`src/rtl/sporadic_server_budget_assert.svh`:
```
// Assertion macros shared by the sporadic-server budget RTL.
`ifndef SPORADIC_SERVER_BUDGET_ASSERT_SVH
`define SPORADIC_SERVER_BUDGET_ASSERT_SVH
`ifndef SYNTH
// Consequent must hold in the same cycle as the antecedent.
`define SSB_ASSERT_NOW(lbl, clk, rst_n, ante, cons) \
  lbl: assert property (@(posedge clk) disable iff (!rst_n) (ante) |-> (cons)) \
    else $error("sporadic_server_budget: assertion failed");
// Consequent must hold in the cycle after the antecedent.
`define SSB_ASSERT_NEXT(lbl, clk, rst_n, ante, cons) \
  lbl: assert property (@(posedge clk) disable iff (!rst_n) (ante) |=> (cons)) \
    else $error("sporadic_server_budget: assertion failed");
`else
`define SSB_ASSERT_NOW(lbl, clk, rst_n, ante, cons)
`define SSB_ASSERT_NEXT(lbl, clk, rst_n, ante, cons)
`endif
`endif

```
`src/rtl/ssb_pkg.sv`:
```
// Shared types and constants of the sporadic-server budget engine.
`default_nettype none
package ssb_pkg;

  localparam int RING_DEPTH_DEF = 8;

  localparam int CMD_W    = 3;
  localparam int TIME_W   = 48;
  localparam int BUDGET_W = 16;
  localparam int PERIOD_W = 32;
  localparam int CFG_IDX_W = 2;
  localparam int CFG_DATA_W = 32;

  localparam logic [CMD_W-1:0] CMD_REINIT   = 3'd0;
  localparam logic [CMD_W-1:0] CMD_ACTIVATE = 3'd1;
  localparam logic [CMD_W-1:0] CMD_COMPLETE = 3'd2;
  localparam logic [CMD_W-1:0] CMD_CONSUME  = 3'd3;
  localparam logic [CMD_W-1:0] CMD_PROCESS  = 3'd4;

  localparam logic [1:0] ST_IDLE      = 2'd0;
  localparam logic [1:0] ST_ACTIVE    = 2'd1;
  localparam logic [1:0] ST_EXHAUSTED = 2'd2;

  localparam logic [CFG_IDX_W-1:0] CFG_FULL_BUDGET = 2'd0;
  localparam logic [CFG_IDX_W-1:0] CFG_PERIOD      = 2'd1;
  localparam logic [CFG_IDX_W-1:0] CFG_GRANULARITY = 2'd2;

  localparam logic [BUDGET_W-1:0] FULL_BUDGET_RST = 16'd100;
  localparam logic [PERIOD_W-1:0] PERIOD_RST      = 32'd1000;
  localparam logic [BUDGET_W-1:0] GRANULARITY_RST = 16'd1;

  typedef struct packed {
    logic [BUDGET_W-1:0] full_budget;
    logic [PERIOD_W-1:0] replenish_period;
    logic [BUDGET_W-1:0] tick_granularity;
  } ssb_cfg_t;

  typedef struct packed {
    logic [TIME_W-1:0]   when;
    logic [BUDGET_W-1:0] amount;
  } ssb_entry_t;

  typedef struct packed {
    logic                may_run;
    logic [1:0]          server_state;
    logic [BUDGET_W-1:0] budget_left;
    logic [3:0]          pending_count;
    logic [BUDGET_W-1:0] merged_count;
    logic                exhausted_event;
    logic                resumed_event;
  } ssb_result_t;

endpackage
`default_nettype wire

```
`src/rtl/sporadic_server_budget.sv`:
```
// Sporadic-server budget engine top level: configuration, sequencer, ring and output beat.
// The block handles one command at a time and returns one result beat per command.
// From the accepting edge, the sequencer passes through EXEC and then DONE for
// reinit, activate, a complete or consume that queues nothing, and unknown codes;
// queueing into a free ring slot adds QUEUE between them, and merging into the newest
// entry of a full ring adds QUEUE and MERGE (one read and one write of the ring memory).
// Processing stays in PCHK while ring entries are examined, at most RING_DEPTH of them,
// because the ring memory gives one entry per cycle. A new command is accepted in the
// cycle after the result moves into the output register. The ring memory has no reset;
// only entries that were written are read.
`default_nettype none
module sporadic_server_budget #(
  parameter int RING_DEPTH = ssb_pkg::RING_DEPTH_DEF
) (
  input  wire logic                             clk,
  input  wire logic                             rst_n,
  input  wire logic                             cfg_we,
  input  wire logic [ssb_pkg::CFG_IDX_W-1:0]    cfg_index,
  input  wire logic [ssb_pkg::CFG_DATA_W-1:0]   cfg_wdata,
  input  wire logic                             in_valid,
  output logic                                  in_ready,
  input  wire logic [ssb_pkg::CMD_W-1:0]        in_command,
  input  wire logic [ssb_pkg::TIME_W-1:0]       in_current_time,
  output logic                                  out_valid,
  input  wire logic                             out_ready,
  output logic                                  out_may_run,
  output logic [1:0]                            out_server_state,
  output logic [ssb_pkg::BUDGET_W-1:0]          out_budget_left,
  output logic [3:0]                            out_pending_count,
  output logic [ssb_pkg::BUDGET_W-1:0]          out_merged_count,
  output logic                                  out_exhausted_event,
  output logic                                  out_resumed_event
);
  import ssb_pkg::*;
  `include "sporadic_server_budget_assert.svh"

  localparam int AW = (RING_DEPTH > 1) ? $clog2(RING_DEPTH) : 1;
  localparam int FW = $clog2(RING_DEPTH + 1);

  ssb_cfg_t    cfg_r;
  ssb_result_t core_res;
  ssb_result_t out_res_r;
  logic        out_valid_r;
  logic        core_valid;
  logic        core_take;
  logic        mem_we, mem_re;
  logic [AW-1:0] mem_waddr, mem_raddr;
  ssb_entry_t  mem_wdata, mem_rdata;

  always_ff @(posedge clk) begin
    if (!rst_n) begin
      cfg_r.full_budget      <= FULL_BUDGET_RST;
      cfg_r.replenish_period <= PERIOD_RST;
      cfg_r.tick_granularity <= GRANULARITY_RST;
    end else if (cfg_we) begin
      case (cfg_index)
        CFG_FULL_BUDGET: cfg_r.full_budget      <= cfg_wdata[BUDGET_W-1:0];
        CFG_PERIOD:      cfg_r.replenish_period <= cfg_wdata[PERIOD_W-1:0];
        CFG_GRANULARITY: cfg_r.tick_granularity <= cfg_wdata[BUDGET_W-1:0];
        default: begin
        end
      endcase
    end
  end

  ssb_core #(
    .RING_DEPTH (RING_DEPTH),
    .AW         (AW),
    .FW         (FW)
  ) u_core (
    .clk             (clk),
    .rst_n           (rst_n),
    .cfg             (cfg_r),
    .in_valid        (in_valid),
    .in_ready        (in_ready),
    .in_command      (in_command),
    .in_current_time (in_current_time),
    .res_valid       (core_valid),
    .res_take        (core_take),
    .res             (core_res),
    .mem_we          (mem_we),
    .mem_waddr       (mem_waddr),
    .mem_wdata       (mem_wdata),
    .mem_re          (mem_re),
    .mem_raddr       (mem_raddr),
    .mem_rdata       (mem_rdata)
  );

  ssb_ring_mem #(
    .RING_DEPTH (RING_DEPTH),
    .AW         (AW)
  ) u_ring (
    .clk   (clk),
    .we    (mem_we),
    .waddr (mem_waddr),
    .wdata (mem_wdata),
    .re    (mem_re),
    .raddr (mem_raddr),
    .rdata (mem_rdata)
  );

  // The output register frees the sequencer while a result beat waits downstream.
  assign core_take = core_valid && (!out_valid_r || out_ready);

  always_ff @(posedge clk) begin
    if (!rst_n) begin
      out_valid_r <= 1'b0;
    end else if (core_take) begin
      out_valid_r <= 1'b1;
    end else if (out_ready) begin
      out_valid_r <= 1'b0;
    end
  end

  always_ff @(posedge clk) begin
    if (core_take) begin
      out_res_r <= core_res;
    end
  end

  assign out_valid           = out_valid_r;
  assign out_may_run         = out_res_r.may_run;
  assign out_server_state    = out_res_r.server_state;
  assign out_budget_left     = out_res_r.budget_left;
  assign out_pending_count   = out_res_r.pending_count;
  assign out_merged_count    = out_res_r.merged_count;
  assign out_exhausted_event = out_res_r.exhausted_event;
  assign out_resumed_event   = out_res_r.resumed_event;

  `SSB_ASSERT_NEXT(a_one_at_a_time, clk, rst_n, in_valid && in_ready, !in_ready)
  `SSB_ASSERT_NOW(a_exhaust_beat, clk, rst_n, out_valid && out_exhausted_event,
                  out_server_state == ST_EXHAUSTED && out_budget_left == '0 && !out_may_run)
  `SSB_ASSERT_NOW(a_resume_beat, clk, rst_n, out_valid && out_resumed_event,
                  out_server_state == ST_ACTIVE && out_budget_left != '0)

endmodule
`default_nettype wire

```
`src/rtl/ssb_ring_mem.sv`:
```
// Replenishment ring storage: one write port and one registered read port.
`default_nettype none
module ssb_ring_mem #(
  parameter int RING_DEPTH = ssb_pkg::RING_DEPTH_DEF,
  parameter int AW = 3
) (
  input  wire logic               clk,
  input  wire logic               we,
  input  wire logic [AW-1:0]      waddr,
  input  wire ssb_pkg::ssb_entry_t wdata,
  input  wire logic               re,
  input  wire logic [AW-1:0]      raddr,
  output ssb_pkg::ssb_entry_t      rdata
);
  import ssb_pkg::*;

  ssb_entry_t mem [RING_DEPTH];
  ssb_entry_t rdata_r;

  always_ff @(posedge clk) begin
    if (we) begin
      mem[waddr] <= wdata;
    end
  end

  always_ff @(posedge clk) begin
    if (re) begin
      rdata_r <= mem[raddr];
    end
  end

  assign rdata = rdata_r;

endmodule
`default_nettype wire

```
`src/rtl/ssb_core.sv`:
```
// Command sequencer: server state registers and read-modify-write of the ring.
`default_nettype none
module ssb_core #(
  parameter int RING_DEPTH = ssb_pkg::RING_DEPTH_DEF,
  parameter int AW = 3,
  parameter int FW = 4
) (
  input  wire logic                         clk,
  input  wire logic                         rst_n,
  input  wire ssb_pkg::ssb_cfg_t             cfg,
  input  wire logic                         in_valid,
  output logic                              in_ready,
  input  wire logic [ssb_pkg::CMD_W-1:0]    in_command,
  input  wire logic [ssb_pkg::TIME_W-1:0]   in_current_time,
  output logic                              res_valid,
  input  wire logic                         res_take,
  output ssb_pkg::ssb_result_t               res,
  output logic                              mem_we,
  output logic [AW-1:0]                     mem_waddr,
  output ssb_pkg::ssb_entry_t                mem_wdata,
  output logic                              mem_re,
  output logic [AW-1:0]                     mem_raddr,
  input  wire ssb_pkg::ssb_entry_t           mem_rdata
);
  import ssb_pkg::*;

  localparam logic [2:0] S_IDLE  = 3'd0;
  localparam logic [2:0] S_EXEC  = 3'd1;
  localparam logic [2:0] S_QUEUE = 3'd2;
  localparam logic [2:0] S_MERGE = 3'd3;
  localparam logic [2:0] S_PCHK  = 3'd4;
  localparam logic [2:0] S_DONE  = 3'd5;

  localparam logic [AW-1:0] LAST_IDX  = AW'(RING_DEPTH - 1);
  localparam logic [FW-1:0] FILL_FULL = FW'(RING_DEPTH);

  logic [2:0]          fsm_r, fsm_nxt;
  logic [CMD_W-1:0]    cmd_r, cmd_nxt;
  logic [TIME_W-1:0]   now_r, now_nxt;
  logic [1:0]          run_r, run_nxt;
  logic [BUDGET_W-1:0] budget_r, budget_nxt;
  logic [BUDGET_W-1:0] used_r, used_nxt;
  logic [TIME_W-1:0]   stamp_r, stamp_nxt;
  logic [BUDGET_W-1:0] phase_r, phase_nxt;
  logic [AW-1:0]       head_r, head_nxt;
  logic [AW-1:0]       tail_r, tail_nxt;
  logic [FW-1:0]       fill_r, fill_nxt;
  logic [BUDGET_W-1:0] merge_r, merge_nxt;
  logic [BUDGET_W-1:0] amt_r, amt_nxt;
  logic [TIME_W-1:0]   rtime_r, rtime_nxt;
  logic                may_r, may_nxt;
  logic                exh_r, exh_nxt;
  logic                resv_r, resv_nxt;

  logic [AW-1:0]       head_inc, tail_inc, newest;
  logic [TIME_W:0]     refill_sum;
  logic [TIME_W-1:0]   refill_time;
  logic                phase_wrap;
  logic [BUDGET_W-1:0] used_inc;
  logic [BUDGET_W:0]   merge_sum, restore_sum;
  logic [BUDGET_W-1:0] merge_amt, restore_amt;

  assign head_inc = (head_r == LAST_IDX) ? '0 : head_r + 1'b1;
  assign tail_inc = (tail_r == LAST_IDX) ? '0 : tail_r + 1'b1;
  assign newest   = (tail_r == '0) ? LAST_IDX : tail_r - 1'b1;

  // Replenishment time saturates at the largest 48-bit time.
  assign refill_sum  = {1'b0, stamp_r} + {{(TIME_W + 1 - PERIOD_W){1'b0}}, cfg.replenish_period};
  assign refill_time = refill_sum[TIME_W] ? '1 : refill_sum[TIME_W-1:0];

  assign phase_wrap = ({1'b0, phase_r} + 17'd1) >= {1'b0, cfg.tick_granularity};
  assign used_inc   = (used_r == '1) ? used_r : used_r + 1'b1;

  assign merge_sum   = {1'b0, mem_rdata.amount} + {1'b0, amt_r};
  assign merge_amt   = (merge_sum > {1'b0, cfg.full_budget}) ? cfg.full_budget
                                                             : merge_sum[BUDGET_W-1:0];
  assign restore_sum = {1'b0, budget_r} + {1'b0, mem_rdata.amount};
  assign restore_amt = (restore_sum > {1'b0, cfg.full_budget}) ? cfg.full_budget
                                                               : restore_sum[BUDGET_W-1:0];

  always_comb begin
    fsm_nxt    = fsm_r;
    cmd_nxt    = cmd_r;
    now_nxt    = now_r;
    run_nxt    = run_r;
    budget_nxt = budget_r;
    used_nxt   = used_r;
    stamp_nxt  = stamp_r;
    phase_nxt  = phase_r;
    head_nxt   = head_r;
    tail_nxt   = tail_r;
    fill_nxt   = fill_r;
    merge_nxt  = merge_r;
    amt_nxt    = amt_r;
    rtime_nxt  = rtime_r;
    may_nxt    = may_r;
    exh_nxt    = exh_r;
    resv_nxt   = resv_r;
    mem_we     = 1'b0;
    mem_waddr  = tail_r;
    mem_wdata  = '{when: refill_time, amount: amt_r};
    mem_re     = 1'b0;
    mem_raddr  = head_r;

    case (fsm_r)
      S_IDLE: begin
        if (in_valid) begin
          cmd_nxt = in_command;
          now_nxt = in_current_time;
          fsm_nxt = S_EXEC;
        end
      end
      S_EXEC: begin
        may_nxt  = 1'b0;
        exh_nxt  = 1'b0;
        resv_nxt = 1'b0;
        fsm_nxt  = S_DONE;
        case (cmd_r)
          CMD_REINIT: begin
            run_nxt    = ST_IDLE;
            budget_nxt = cfg.full_budget;
            used_nxt   = '0;
            stamp_nxt  = '0;
            phase_nxt  = '0;
            head_nxt   = '0;
            tail_nxt   = '0;
            fill_nxt   = '0;
            merge_nxt  = '0;
          end
          CMD_ACTIVATE: begin
            if (run_r == ST_IDLE) begin
              run_nxt   = ST_ACTIVE;
              stamp_nxt = now_r;
              used_nxt  = '0;
            end
          end
          CMD_COMPLETE: begin
            if (run_r == ST_ACTIVE) begin
              amt_nxt  = used_r;
              run_nxt  = ST_IDLE;
              used_nxt = '0;
              if (used_r != '0) begin
                fsm_nxt = S_QUEUE;
              end
            end
          end
          CMD_CONSUME: begin
            if (run_r != ST_IDLE) begin
              if (budget_r == '0) begin
                run_nxt = ST_EXHAUSTED;
              end else begin
                may_nxt = 1'b1;
                if (cfg.tick_granularity > 16'd1 && !phase_wrap) begin
                  phase_nxt = phase_r + 1'b1;
                end else begin
                  if (cfg.tick_granularity > 16'd1) begin
                    phase_nxt = '0;
                  end
                  budget_nxt = budget_r - 1'b1;
                  used_nxt   = used_inc;
                  // Spending the last unit queues the whole usage for refill.
                  if (budget_r == 16'd1) begin
                    amt_nxt = used_inc;
                    run_nxt = ST_EXHAUSTED;
                    exh_nxt = 1'b1;
                    may_nxt = 1'b0;
                    fsm_nxt = S_QUEUE;
                  end
                end
              end
            end
          end
          CMD_PROCESS: begin
            if (fill_r != '0) begin
              mem_re    = 1'b1;
              mem_raddr = head_r;
              fsm_nxt   = S_PCHK;
            end
          end
          default: begin
            fsm_nxt = S_DONE;
          end
        endcase
      end
      S_QUEUE: begin
        rtime_nxt = refill_time;
        if (fill_r != FILL_FULL) begin
          mem_we    = 1'b1;
          mem_waddr = tail_r;
          tail_nxt  = tail_inc;
          fill_nxt  = fill_r + 1'b1;
          fsm_nxt   = S_DONE;
        end else begin
          mem_re    = 1'b1;
          mem_raddr = newest;
          fsm_nxt   = S_MERGE;
        end
      end
      S_MERGE: begin
        // The newest entry was read last cycle and nothing else touches the ring.
        mem_we    = 1'b1;
        mem_waddr = newest;
        mem_wdata = '{when: (rtime_r > mem_rdata.when) ? rtime_r : mem_rdata.when,
                      amount: merge_amt};
        if (merge_r != '1) begin
          merge_nxt = merge_r + 1'b1;
        end
        fsm_nxt = S_DONE;
      end
      S_PCHK: begin
        if (mem_rdata.when > now_r) begin
          fsm_nxt = S_DONE;
        end else begin
          head_nxt   = head_inc;
          fill_nxt   = fill_r - 1'b1;
          budget_nxt = restore_amt;
          if (restore_amt != '0 && run_r == ST_EXHAUSTED) begin
            run_nxt  = ST_ACTIVE;
            resv_nxt = 1'b1;
          end
          if (fill_r != FW'(1)) begin
            mem_re    = 1'b1;
            mem_raddr = head_inc;
          end else begin
            fsm_nxt = S_DONE;
          end
        end
      end
      S_DONE: begin
        if (res_take) begin
          fsm_nxt = S_IDLE;
        end
      end
      default: begin
        fsm_nxt = S_IDLE;
      end
    endcase
  end

  always_ff @(posedge clk) begin
    if (!rst_n) begin
      fsm_r    <= S_IDLE;
      run_r    <= ST_IDLE;
      budget_r <= FULL_BUDGET_RST;
      used_r   <= '0;
      stamp_r  <= '0;
      phase_r  <= '0;
      head_r   <= '0;
      tail_r   <= '0;
      fill_r   <= '0;
      merge_r  <= '0;
    end else begin
      fsm_r    <= fsm_nxt;
      run_r    <= run_nxt;
      budget_r <= budget_nxt;
      used_r   <= used_nxt;
      stamp_r  <= stamp_nxt;
      phase_r  <= phase_nxt;
      head_r   <= head_nxt;
      tail_r   <= tail_nxt;
      fill_r   <= fill_nxt;
      merge_r  <= merge_nxt;
    end
  end

  always_ff @(posedge clk) begin
    cmd_r   <= cmd_nxt;
    now_r   <= now_nxt;
    amt_r   <= amt_nxt;
    rtime_r <= rtime_nxt;
    may_r   <= may_nxt;
    exh_r   <= exh_nxt;
    resv_r  <= resv_nxt;
  end

  assign in_ready  = (fsm_r == S_IDLE);
  assign res_valid = (fsm_r == S_DONE);
  assign res = '{may_run:         may_r,
                 server_state:    run_r,
                 budget_left:     budget_r,
                 pending_count:   4'(fill_r),
                 merged_count:    merge_r,
                 exhausted_event: exh_r,
                 resumed_event:   resv_r};

endmodule
`default_nettype wire
```
`config.mk`:
```
export PLATFORM = sky130hd
export DESIGN_NAME = sporadic_server_budget
export DESIGN_NICKNAME = d
export VERILOG_FILES = /design/src/rtl/ssb_pkg.sv /design/src/rtl/sporadic_server_budget.sv /design/src/rtl/ssb_ring_mem.sv /design/src/rtl/ssb_core.sv
export VERILOG_INCLUDE_DIRS = /design/src /design/src/rtl
export SDC_FILE = /design/constraint.sdc
export NUM_CORES = 2
export LEC_CHECK = 0
export BUFFER_PORTS_ARGS = -buffer_cell sky130_fd_sc_hd__buf_2
export CELL_PAD_IN_SITES_DETAIL_PLACEMENT = 0
export CELL_PAD_IN_SITES_GLOBAL_PLACEMENT = 1
export CORE_ASPECT_RATIO = 1.4
export CORE_MARGIN = 4
export CORE_UTILIZATION = 47
export CTS_CLUSTER_DIAMETER = 120
export DETAILED_ROUTE_END_ITERATION = 16
export PLACE_DENSITY = 0.84
export SLEW_MARGIN = 30
export SYNTH_ARGS = -nofsm -noshare
export SYNTH_HDL_FRONTEND = slang
export SYNTH_SLANG_ARGS = --single-unit
```
`constraint.sdc`:
```
create_clock -name clk -period 6.4 [get_ports clk]
set_clock_uncertainty 0.15 [all_clocks]
set_input_delay 0.96 -clock clk [delete_from_list [all_inputs] [get_ports clk]]
set_output_delay 0.96 -clock clk [all_outputs]
set_load 0.05 [all_outputs]
```
==> reports/qor.yml <==
status:
  status: "completed"
global_route:
  grt_max_degree: 82
  first_global_vias: 29300
  antenna_found_initial: 5
  overflow: 0
  grt_pass1_wl_um: 178000
  track_usage: 0.231
yosys:
  synth.yosys.warnings: 0
  synthArstFlopShare: 0
  netlist.area_leader.share: 0.492
  synth.most_common_cell: "edfxtp_1"
  synth_area_per_cell_sq_um: 12.4
  synth_edf_count: 735
  yosys-top-cells-area: "edfxtp_1, dfxtp_1, ha_1"
  syn_area_sq_um: 44800
  syn_nets: 3920
  synth_commonest_cells: "edfxtp_1, nand2_1, a21oi_1"
  synth_seq_cells: 927
  ys_seq_area_frac: 0.578
  synth_cells: 3603
  ys_types: 92
  synthFlopType: "edfxtp_1"
  synth_area_leader_cell: "edfxtp_1"
placement:
  port-buffer-count: 132
  gp_congestion: 0.932
  dpl_cell_area_sq_um: 46900
  hpwl_um: 79600
  placed_cells: 4841
timing:
  slew_viol_final: 0
  hold_viol_final: 0
  tns_ns: 0
  rsz0062_at_grt: "no"
  timing.fmax_mhz: 179
  worst_pin_slew_ns: 0.998
  setup_violations: 0
  finalCriticalPeriod_ns: 5.58
  timing.hold.ws_ns: 0.274
  relSlewSlack: 0.335
  fin_crit_sh: 0.871
drt:
  first_pass_iters: 7
  viasPerCell: 5.90
  wirelength_um: 118000
  drcViolationCount: 0
  routedWlPerCell_um: 23.5
  drtAntennaViolNets: 0
  via_count: 29500
  dr.first_iter.drc_count: 2635
layout:
  nFillCells: 7874
  regArea_sq_um: 25900
  final_cell_area_sq_um: 50000
  drive_gt1_frac: 0.158
  multi_input_area_sq_um: 17500
  layout.nets: 4033
  area_growth_pct: 11.4
  layout.cells.non_filler: 5008
cts:
  clkTransAtPathRegs_ns: 0.06
  hold_buffers: 0
  cts-root-buf: "clkbuf_16"
  htree_levels: 3
  post_cts_resized: 0
  numCtsBuffers: 88
  cts.sinks: 927
  post_cts_buffers: 0
  cts_buffer_depth: 3
  cts_tree: "done"
  insertion_delay_ns: 0.69
pwr:
  internal-power_mw: 10.3
  p_sw_mw: 3.23
  leakage_nw: 18.0
  irDropWorstVdd_uv: 212
  cellPowerDensity_nw_per_um2: 270
  p_comb_frac: 0.090
  clockPowerShare: 0.411
  p_seq_frac: 0.499
  p_sw_frac: 0.240
setup_path:
  critPathKind: "register to register"
  worstSetupEndpointType: "register"
  rrSetupSlack_ns: 0.82
  cp_data_arrival_time_ns: 5.79
  critPathMaxFanout: 16
  startpoint_type: "register"
  crit_required_ns: 6.62
run:
  max-cap-violations: 0
hold_path:
  hold_path_class: "register to register"
floorplan:
  fp.dieH_um: 373
  die_width_um: 269
  pin_count: 133
  rows: 133
  start_util: 0.475
  die_area_sq_um: 100000
  core_sq_um: 94400
-- critical path, cell delays in order, from the launching register on --
cell       delay [ns]
edfxtp_1         0.44
ha_1             0.26
fa_1             0.41
a21o_1           0.17
a21oi_1          0.29
o21ai_1          0.15
a311o_1          0.41
a2111oi_2        0.42
o31ai_1          0.14
a21oi_1          0.20
xnor2_1          0.17
ha_1             0.30
o21a_1           0.12
o21a_1           0.18
nand2_1          0.06
nand2_1          0.05
a41oi_1          0.21
o21ai_2          0.08
buf_4            0.25
mux2i_1          0.15
o21ai_0          0.66
-- worst paths after layout --
| check | startpoint | endpoint | cells past startpoint |
|---|---|---|---|
| worst max-delay path | u_ring.rdata[0] | u_ring.mem[4][3] | 20 |
| worst min-delay path | u_core.may_r | out_may_run | 0 |
| worst max register to register | u_ring.rdata[0] | u_ring.mem[4][3] | 20 |
| worst min register to register | u_core.may_r | out_may_run | 0 |
-- logic make-up after synthesis --
kind of cell               count (synthesis)  share of synthesized area
adders and majority gates                227                     0.0638
DFF                                      927                      0.578
AOI/OAI and AO/OA                        784                      0.127
buffers and inverters                    334                     0.0340
muxes                                    339                     0.0829
xor gates and xnor gates                 108                     0.0211
and+or+nand+nor                          884                     0.0938
-- per-layer routing --
metal | global-route usage | wire [um] | vias to the layer above | share of wire
li1 | - | - | 13800 | -
met1 | 0.293 | 47600 | 14700 | 0.40
met3 | 0.0372 | 7300 | 207 | 0.062
met5 | 0 | 37 | - | 0.00031
met4 | 0.0813 | 3960 | 4 | 0.034
met2 | 0.399 | 58700 | 917 | 0.50
-- through the flow --
| step | util | power, mW | worst slack (ns) |
|---|---|---|---|
| after floorplan | - | 7.64 | 0.392 |
| after global placement | 0.496 | 8.04 | 1.09 |
| after detailed placement | 0.497 | 8.06 | 0.909 |
| after CTS | 0.529 | 13.6 | 0.872 |
| after global routing | 0.529 | 13.9 | 0.434 |
| final | 0.529 | 13.5 | 0.823 |
-- flip-flops by register name, indices dropped and copies added (netlist names), 2 cells and up --
signal             flops
u_core.tail_r          3
u_core.stamp_r        48
u_core.phase_r        16
out_server_state       2
out_pending_count      4
u_core.fsm_r           3
u_core.amt_r          16
u_core.cmd_r           3
u_core.run_r           2
u_ring.mem           512
out_budget_left       16
u_core.used_r         16
u_core.budget_r       16
u_ring.rdata          64
out_merged_count      16
cfg_r                 64
u_core.head_r          3
u_core.merge_r        16
u_core.rtime_r        48
u_core.now_r          48
u_core.fill_r          4
-- placed cells by master, fill, tap and decap left out, drive strengths merged, types with 28 or more instances in the layout --
cell    count
nor2      169
nor4       31
a21o       51
buf       183
o21ai     125
clkinv     29
nand4      40
nand2     349
xor2       50
ha        224
inv       179
edfxtp    735
mux2i     189
nand2b     29
mux2      150
nand3     109
a221oi     73
nor3       30
a21oi     289
a211oi     28
xnor2      58
dfxtp     192
o22ai      72
clkbuf    111
-- cell type report --
type / instances / area share
Timing Repair Buffer: 183 / 0.0251
Clock inverter: 53 / 0.0137
Tap cell: 1215 / 0.0304
Inverter: 174 / 0.0131
Clock buffer: 111 / 0.0475
Multi-Input combinational cell: 2342 / 0.351
Antenna cell: 3 / 0.000150
Sequential cell: 927 / 0.519
-- power by group through the flow --
| stage | logic [mW] | clock network, mW | registers [mW] |
|---|---|---|---|
| 6_report | 1.22 | 5.54 | 6.73 |
| 5_1_grt | 1.33 | 5.87 | 6.74 |
| 4_1_cts | 1.21 | 5.63 | 6.73 |
| 3_5_place_dp | 1.21 | 0 | 6.86 |
| 3_3_place_gp | 1.18 | 0 | 6.86 |
| 2_1_floorplan | 0.811 | 0 | 6.83 |
Power figures use the tool's default switching activity.
